==> src/rtl/waee_pkg.sv <==
// ----------------------------------------------------------------------------
// waee_pkg
// Shared types and constants for the wheel acceleration estimator.
// ----------------------------------------------------------------------------
package waee_pkg;

   localparam int VEL_W   = 24;  // velocity, Q15.8
   localparam int TIME_W  = 32;  // millisecond timestamp
   localparam int EST_W   = 32;  // estimate, Q23.8
   localparam int DV_W    = 25;  // velocity difference
   localparam int MAG_W   = 34;  // |dv| * 1000 and the quotient magnitude
   localparam int DT_W    = 31;  // positive time difference
   localparam int RAW_W   = 35;  // signed raw acceleration
   localparam int DIFF_W  = 36;  // raw minus average
   localparam int SUM_W   = 37;  // average plus correction, before clamping
   localparam int CNT_W   = 6;   // divider step counter
   localparam int SCALE   = 1000;

   typedef logic [1:0] kind_type;
   localparam kind_type KIND_SKIP   = 2'd0;
   localparam kind_type KIND_FIRST  = 2'd1;
   localparam kind_type KIND_UPDATE = 2'd2;

   typedef struct packed {
      logic load;
      logic eval;
      logic mul;
      logic div_step;
      logic sign;
      logic fold;
      logic finish;
   } cmd_type;

   typedef struct packed {
      kind_type kind;
      logic     div_last;
   } stat_type;

endpackage

==> src/rtl/waee_ctrl.sv <==
// ----------------------------------------------------------------------------
// waee_ctrl
// Sequencer: steps one transaction through evaluate, multiply, divide and fold.
// ----------------------------------------------------------------------------
module waee_ctrl import waee_pkg::*; (
   input  logic     clock,
   input  logic     reset,
   input  logic     req_tvalid,
   output logic     req_tready,
   input  logic     slot_free,
   input  stat_type stat,
   output cmd_type  cmd
);

   localparam logic [2:0] ST_IDLE   = 3'd0;
   localparam logic [2:0] ST_EVAL   = 3'd1;
   localparam logic [2:0] ST_MUL    = 3'd2;
   localparam logic [2:0] ST_DIV    = 3'd3;
   localparam logic [2:0] ST_SIGN   = 3'd4;
   localparam logic [2:0] ST_FOLD   = 3'd5;
   localparam logic [2:0] ST_FINISH = 3'd6;

   logic [2:0] state_ff;
   logic [2:0] state_in;

   always_comb begin
      state_in   = state_ff;
      cmd        = '0;
      req_tready = 1'b0;
      unique case (state_ff)
         ST_IDLE: begin
            req_tready = 1'b1;
            if (req_tvalid) begin
               cmd.load = 1'b1;
               state_in = ST_EVAL;
            end
         end
         ST_EVAL: begin
            cmd.eval = 1'b1;
            state_in = (stat.kind == KIND_UPDATE) ? ST_MUL : ST_FINISH;
         end
         ST_MUL: begin
            cmd.mul  = 1'b1;
            state_in = ST_DIV;
         end
         ST_DIV: begin
            cmd.div_step = 1'b1;
            if (stat.div_last) begin
               state_in = ST_SIGN;
            end
         end
         ST_SIGN: begin
            cmd.sign = 1'b1;
            state_in = ST_FOLD;
         end
         ST_FOLD: begin
            cmd.fold = 1'b1;
            state_in = ST_FINISH;
         end
         ST_FINISH: begin
            if (slot_free) begin
               cmd.finish = 1'b1;
               state_in   = ST_IDLE;
            end
         end
         default: begin
            state_in = ST_IDLE;
         end
      endcase
   end

   always_ff @(posedge clock) begin
      if (reset) begin
         state_ff <= ST_IDLE;
      end else begin
         state_ff <= state_in;
      end
   end

endmodule

==> src/rtl/waee_dpath.sv <==
// ----------------------------------------------------------------------------
// waee_dpath
// Per-wheel state, restoring divider, average update and result register.
// ----------------------------------------------------------------------------
module waee_dpath import waee_pkg::*; #(
   parameter int WHEEL_COUNT = 2
) (
   input  logic               clock,
   input  logic               reset,
   input  cmd_type            cmd,
   output stat_type           stat,
   input  logic               in_wheel,
   input  logic               in_vel_valid,
   input  logic [VEL_W-1:0]   in_velocity,
   input  logic [TIME_W-1:0]  in_now_ms,
   input  logic               rsp_tready,
   output logic               rsp_tvalid,
   output logic [EST_W-1:0]   rsp_estimate,
   output logic               rsp_updated
);

   localparam int IDX_W = (WHEEL_COUNT > 1) ? $clog2(WHEEL_COUNT) : 1;

   // per-wheel state
   logic                     have_ff [WHEEL_COUNT];
   logic        [VEL_W-1:0]  last_vel_ff [WHEEL_COUNT];
   logic        [TIME_W-1:0] last_time_ff [WHEEL_COUNT];
   logic signed [EST_W-1:0]  ema_ff [WHEEL_COUNT];

   // latched transaction
   logic              wheel_ff;
   logic              valid_ff;
   logic [VEL_W-1:0]  vel_ff;
   logic [TIME_W-1:0] now_ff;

   // working registers
   kind_type                 kind_ff;
   logic signed [DV_W-1:0]   dv_ff;
   logic        [DT_W-1:0]   dt_ff;
   logic                     neg_ff;
   logic        [MAG_W-1:0]  quo_ff;
   logic        [DT_W-1:0]   rem_ff;
   logic        [CNT_W-1:0]  cnt_ff;
   logic signed [DIFF_W-1:0] diff_ff;
   logic signed [EST_W-1:0]  new_ema_ff;

   logic              rsp_valid_ff;
   logic [EST_W-1:0]  rsp_est_ff;
   logic              rsp_upd_ff;

   logic                     in_range;
   logic [IDX_W-1:0]         idx;
   logic [TIME_W-1:0]        udt;
   logic signed [DV_W-1:0]   dv;
   kind_type                 kind_now;
   logic [DV_W-1:0]          dv_mag;
   logic [DT_W:0]            trial;
   logic                     ge;
   logic signed [RAW_W-1:0]  raw;
   logic signed [DIFF_W-1:0] adj;
   logic signed [DIFF_W-1:0] delta;
   logic signed [SUM_W-1:0]  sum;
   logic signed [EST_W-1:0]  clamped;
   logic signed [EST_W-1:0]  ema_cur;

   assign in_range = (32'(wheel_ff) < WHEEL_COUNT);
   assign idx      = IDX_W'(wheel_ff);
   assign ema_cur  = ema_ff[idx];

   // classify the sample
   always_comb begin
      udt = now_ff - last_time_ff[idx];
      dv  = $signed({vel_ff[VEL_W-1], vel_ff})
          - $signed({last_vel_ff[idx][VEL_W-1], last_vel_ff[idx]});
      priority if (!in_range || !valid_ff) begin
         kind_now = KIND_SKIP;
      end else if (!have_ff[idx]) begin
         kind_now = KIND_FIRST;
      end else if (vel_ff != last_vel_ff[idx] && udt != '0 && !udt[TIME_W-1]) begin
         kind_now = KIND_UPDATE;
      end else begin
         kind_now = KIND_SKIP;
      end
   end

   assign dv_mag = dv_ff[DV_W-1] ? DV_W'(-dv_ff) : DV_W'(dv_ff);

   // one restoring step: shift in the next dividend bit, subtract if it fits
   assign trial = {rem_ff, quo_ff[MAG_W-1]};
   assign ge    = (trial >= {1'b0, dt_ff});

   assign raw = neg_ff ? -$signed({1'b0, quo_ff}) : $signed({1'b0, quo_ff});

   // divide by four toward zero, add to the average, clamp
   always_comb begin
      adj   = diff_ff + (diff_ff[DIFF_W-1] ? DIFF_W'(3) : DIFF_W'(0));
      delta = adj >>> 2;
      sum   = SUM_W'(ema_cur) + SUM_W'(delta);
      priority if (!sum[SUM_W-1] && (|sum[SUM_W-2:EST_W-1])) begin
         clamped = {1'b0, {(EST_W-1){1'b1}}};
      end else if (sum[SUM_W-1] && !(&sum[SUM_W-2:EST_W-1])) begin
         clamped = {1'b1, {(EST_W-1){1'b0}}};
      end else begin
         clamped = sum[EST_W-1:0];
      end
   end

   assign stat.kind     = kind_now;
   assign stat.div_last = (cnt_ff == CNT_W'(MAG_W - 1));

   // payload registers
   always_ff @(posedge clock) begin
      if (cmd.load) begin
         wheel_ff <= in_wheel;
         valid_ff <= in_vel_valid;
         vel_ff   <= in_velocity;
         now_ff   <= in_now_ms;
      end
      if (cmd.eval) begin
         kind_ff <= kind_now;
         dv_ff   <= dv;
         dt_ff   <= udt[DT_W-1:0];
      end
      if (cmd.mul) begin
         neg_ff <= dv_ff[DV_W-1];
         quo_ff <= MAG_W'(dv_mag) * MAG_W'(SCALE);
         rem_ff <= '0;
         cnt_ff <= '0;
      end
      if (cmd.div_step) begin
         rem_ff <= ge ? DT_W'(trial - {1'b0, dt_ff}) : trial[DT_W-1:0];
         quo_ff <= {quo_ff[MAG_W-2:0], ge};
         cnt_ff <= cnt_ff + CNT_W'(1);
      end
      if (cmd.sign) begin
         diff_ff <= DIFF_W'(raw) - DIFF_W'(ema_cur);
      end
      if (cmd.fold) begin
         new_ema_ff <= clamped;
      end
      if (cmd.finish) begin
         rsp_upd_ff <= (kind_ff == KIND_UPDATE);
         if (!in_range) begin
            rsp_est_ff <= '0;
         end else if (kind_ff == KIND_UPDATE) begin
            rsp_est_ff <= new_ema_ff;
         end else begin
            rsp_est_ff <= ema_cur;
         end
      end
   end

   // wheel state and result valid
   always_ff @(posedge clock) begin
      if (reset) begin
         for (int i = 0; i < WHEEL_COUNT; i++) begin
            have_ff[i]      <= 1'b0;
            last_vel_ff[i]  <= '0;
            last_time_ff[i] <= '0;
            ema_ff[i]       <= '0;
         end
         rsp_valid_ff <= 1'b0;
      end else begin
         if (cmd.finish && in_range && kind_ff != KIND_SKIP) begin
            have_ff[idx]      <= 1'b1;
            last_vel_ff[idx]  <= vel_ff;
            last_time_ff[idx] <= now_ff;
            if (kind_ff == KIND_UPDATE) begin
               ema_ff[idx] <= new_ema_ff;
            end
         end
         if (cmd.finish) begin
            rsp_valid_ff <= 1'b1;
         end else if (rsp_tready) begin
            rsp_valid_ff <= 1'b0;
         end
      end
   end

   assign rsp_tvalid   = rsp_valid_ff;
   assign rsp_estimate = rsp_est_ff;
   assign rsp_updated  = rsp_upd_ff;

endmodule

==> src/rtl/wheel_accel_ema_estimator_core.sv <==
// ----------------------------------------------------------------------------
// wheel_accel_ema_estimator_core
// Per-wheel acceleration estimate, exponential moving average of dv*1000/dt.
// ----------------------------------------------------------------------------
// Usage:
//   Request channel (req_): one transaction per velocity report. req_tuser
//   carries the wheel index and a sample-present flag, req_tdata carries the
//   Q15.8 velocity and the wrapping millisecond timestamp.
//   Response channel (rsp_): exactly one transaction per request, in order,
//   holding the wheel's Q23.8 estimate and an updated flag in rsp_tuser.
//   A sample that updates the average runs from accept to rsp_tvalid through
//   evaluate, multiply, 34 steps of the shared restoring divider, subtract,
//   fold and write back; every other request runs evaluate and write back.
//   One request is in flight at a time, so a new request is accepted only
//   after the current one has been written back.
//   The response sits in an output register, so the next request is accepted
//   while an earlier response still waits; a stalled receiver holds the
//   block only at write back, until that register frees up.
//   Reset clears every wheel's history and average and drops any response.
// ----------------------------------------------------------------------------
module wheel_accel_ema_estimator_core import waee_pkg::*; #(
   parameter int WHEEL_COUNT = 2
) (
   input  logic        clock,
   input  logic        reset,
   input  logic        req_tvalid,
   output logic        req_tready,
   input  logic [55:0] req_tdata,   // [23:0] velocity, [55:24] now_ms
   input  logic [1:0]  req_tuser,   // [0] wheel, [1] vel_valid
   output logic        rsp_tvalid,
   input  logic        rsp_tready,
   output logic [31:0] rsp_tdata,   // [31:0] accel_estimate
   output logic        rsp_tuser    // [0] updated
);

   cmd_type  cmd;
   stat_type stat;
   logic     slot_free;

   // the result register can take a new response when empty or draining
   assign slot_free = !rsp_tvalid || rsp_tready;

   waee_ctrl u_ctrl (
      .clock      (clock),
      .reset      (reset),
      .req_tvalid (req_tvalid),
      .req_tready (req_tready),
      .slot_free  (slot_free),
      .stat       (stat),
      .cmd        (cmd)
   );

   waee_dpath #(
      .WHEEL_COUNT (WHEEL_COUNT)
   ) u_dpath (
      .clock        (clock),
      .reset        (reset),
      .cmd          (cmd),
      .stat         (stat),
      .in_wheel     (req_tuser[0]),
      .in_vel_valid (req_tuser[1]),
      .in_velocity  (req_tdata[VEL_W-1:0]),
      .in_now_ms    (req_tdata[VEL_W+TIME_W-1:VEL_W]),
      .rsp_tready   (rsp_tready),
      .rsp_tvalid   (rsp_tvalid),
      .rsp_estimate (rsp_tdata),
      .rsp_updated  (rsp_tuser)
   );

   // busy right after taking a request
   assert property (@(posedge clock) disable iff (reset)
      (req_tvalid && req_tready) |=> !req_tready)
      else $error("request accepted while a transaction is in flight");

   // the sequencer issues at most one command per cycle
   assert property (@(posedge clock) disable iff (reset) $onehot0(cmd))
      else $error("more than one datapath command at once");

   // a response appears only after write back
   assert property (@(posedge clock) disable iff (reset)
      $rose(rsp_tvalid) |-> $past(cmd.finish))
      else $error("response raised without write back");

   // write back never overruns a stalled response
   assert property (@(posedge clock) disable iff (reset)
      cmd.finish |-> slot_free)
      else $error("write back while response register is blocked");

endmodule
==> config.mk <==
export PLATFORM = sky130hd
export DESIGN_NAME = wheel_accel_ema_estimator_core
export DESIGN_NICKNAME = d
export VERILOG_FILES = /design/src/rtl/waee_pkg.sv /design/src/rtl/waee_ctrl.sv /design/src/rtl/waee_dpath.sv /design/src/rtl/wheel_accel_ema_estimator_core.sv
export SDC_FILE = /design/constraint.sdc
export NUM_CORES = 1
export LEC_CHECK = 0
export BUFFER_PORTS_ARGS = -buffer_cell sky130_fd_sc_hd__buf_4
export CAP_MARGIN = 40
export CORE_UTILIZATION = 60
export CTS_BUF_LIST = sky130_fd_sc_hd__clkbuf_8 sky130_fd_sc_hd__clkbuf_16
export CTS_CLUSTER_DIAMETER = 120
export DETAILED_ROUTE_END_ITERATION = 7
export GPL_TIMING_DRIVEN = 0
export PLACE_DENSITY_LB_ADDON = 0.12
export SYNTH_ARGS = -nofsm -noshare
export SYNTH_HDL_FRONTEND = slang
export SYNTH_SLANG_ARGS = --single-unit
==> constraint.sdc <==
create_clock -name clock -period 14.04 [get_ports clock]
set_input_delay 0.702 -clock clock [delete_from_list [all_inputs] [get_ports clock]]
set_output_delay 0.702 -clock clock [all_outputs]
set_load 0.01 [all_outputs]
==> qor.txt <==
outcome -> complete, no violations
mux share of post-synthesis cell area -> 3.09%
TNS Setup -> 0 ps
CTS tree -> built
min-delay worst type -> in -> reg
critical path cell sequence -> nor4_1 -> nand2_1 -> o41ai_1 -> xor2_1 -> xor2_1 -> xor2_1 -> fa_1 -> fa_1 -> fa_1 -> inv_1 -> ha_1 -> nand4_1 -> o41ai_1 -> a21oi_1 -> o311ai_0 -> o21ai_0 -> xor2_1 -> a21oi_1
synth warn -> 0
Initial Util -> 61.3%
EDFF count, synth -> 465
ys flop type -> edfxtp_1
Placer Congestion -> 0.928
Root Driver -> clkbuf_16
xor and xnor fraction of the mapped netlist area -> 7.02%
area growth from synthesis to layout -> 11.5%
first-pass GRT wire length -> 113000 microns
HPWL after DPL -> 54100 microns
Max Slew Vio Count -> 0
Vias/cell -> 5.85
CP arrival -> 7640 ps
CORE AREA -> 51700 sq um
Final nets -> 3525
die area -> 53800 sq um
met1 Use GR -> 33.4%
Post-Synthesis Cells -> 2993
Tmin final -> 7320 ps
Netlist cell types -> 87
placed inst area -> 33700 sq um
postcts setup bufs -> 0
crit path kind -> reg -> reg
Bufs and invs on worst path -> 1
compound-gate portion of the synthesized area -> 13.7%
final setup vio count -> 0
number of max-cap violations -> 0
Final ANT Viol Nets -> 0
Max FO, Critical Path -> 9
Simple-Gate Fraction of Synth Area -> 13.9%
CP max stage delay -> 800 ps
clk sinks -> 472
H-tree lvl count -> 2
Worst-path clk slew -> 60 ps
crit-path most repeated cell -> xor2_1
FF-to-FF setup slack -> 6720 ps
Boundary Pins -> 97
chip width -> 232 microns
Synth Net Count -> 3350
Antenna diodes -> 0
Final Core Density -> 68.4%
commonest non-fill, non-tap cell in the layout -> edfxtp_1
Worst-Skew Late Latency -> 600 ps
GR Util All Layers -> 26.1%
pin count of the biggest net entering global routing -> 36
Fin Clk Skew -> 25.1 ps
mean post-synth cell area -> 10.6 sq um
RSZ-0062 raised after global routing -> no
FP Rows -> 83
# fillers -> 3881
GRT overflow -> 0
vias in the first global route -> 22500
fin crit share -> 52.1%
slowest cell on the critical path -> nor4_1
CTS Hold Bufs -> 0
Top delay family on crit path -> compound AO/OA/AOI/OAI gates
post-cts sizing count -> 0
via count -> 22700
CTS Buf Count -> 51
Top Usage Layer GRT -> met2
adder-cell share of the synthesized area -> 13.8%
Post-synth ARST share -> 0%
Worst EP required -> 14360 ps
fin worst setup slack -> 6720 ps
CTS Buffer Depth -> 3
WL/cell -> 17.9 microns
pre-CTS setup slack -> 6650 ps
layout cells sized above 1 -> 8.17%
initial antenna violation count -> 1
crit path capture type -> register
met3 Use GR -> 3.16%
combinational family with the most area after synthesis -> simple AND/OR/NAND/NOR gates
DRC viols -> 0
DR pass1 iterations -> 7
die boundary height -> 232 microns
DRT iter0 DRCs -> 1437
most frequent cells in the layout -> edfxtp_1 (465), inv_1 (246), a21oi_1 (226)
Peak Freq -> 137 MHz
Rel. slew slack -> 37.2%
CP startpoint kind -> register
register area share after synthesis -> 44.5%
Final Hold Viols -> 0
PortBufs -> 96
Final Instance Area -> 35400 sq um
Worst-Margin Slew -> 919 ps
flops & latches, synth -> 472
Post-Syn Area -> 31700 sq um
drt total wl -> 69700 microns
met2 Usage GRT -> 45.6%
[registers in the layout, indices dropped and copies added (netlist names), 32 cells and up, named ones only]
signal	count
u_dpath.quo_ff	34
u_dpath.now_ff	32
u_dpath.last_vel_ff	48
u_dpath.rsp_estimate	32
u_dpath.ema_ff	64
u_dpath.new_ema_ff	32
u_dpath.last_time_ff	64
u_dpath.diff_ff	36
[kinds of logic after synthesis]
group / Yosys count
AND/OR/NAND/NOR: 852
AO/OA/AOI/OAI: 674
flip-flops: 472
buffers and inverters: 342
adder cells (fa/ha/maj): 302
XOR/XNOR: 254
multiplexers: 97
[worst paths after layout]
| kind | from | cells past startpoint | endpoint |
|---|---|---|---|
| hold reg to reg | u_dpath.have_ff[0] | 1 | u_dpath.have_ff[0] |
| setup reg to reg | u_dpath.dv_ff[3] | 18 | u_dpath.quo_ff[30] |
| hold / removal | req_tdata[34] | 1 | u_dpath.now_ff[10] |
| setup / recovery | u_dpath.dv_ff[3] | 18 | u_dpath.quo_ff[30] |
[per-layer routing]
metal	share of wire, %	vias up
met3	4.9	121
met4	3.1	0
li1	-	11200
met1	44	10800
met2	48	600
met5	0	-
[final cells by class]
type,count,area (sq um),area share [%]
clock buffers,51,1280,3.61
well taps,680,851,2.41
flip-flops and latches,472,14100,39.9
clock inverters,42,364,1.03
repair buffers,122,1130,3.19
multi-input cells,2179,16400,46.2
inverters,243,912,2.58
plain buffers,99,374,1.06
[cells in the mapped netlist (all sizes together), types with 85 or more instances]
cell type / instances / area [sq um]
edfxtp: 465 / 14000
and3: 144 / 906
nor2: 170 / 638
o21ai: 119 / 596
a21o: 111 / 833
xor2: 85 / 744
inv: 241 / 905
ha: 215 / 2690
xnor2: 169 / 1480
clkbuf: 86 / 323
nand2: 190 / 716
a21oi: 226 / 1130
mux2i: 90 / 901
[metrics by stage]
stage | std cells | hold slack (ps)
after detailed placement | 3794 | 446
after floorplan | 2993 | 426
after CTS | 3887 | 256
final | 3888 | 284
after global routing | 3888 | 266
after global placement | 3769 | 436
Power is left out: the tool's default activity adds up to more than one toggle a clock period on the data nets, which glitch-free logic cannot reach.
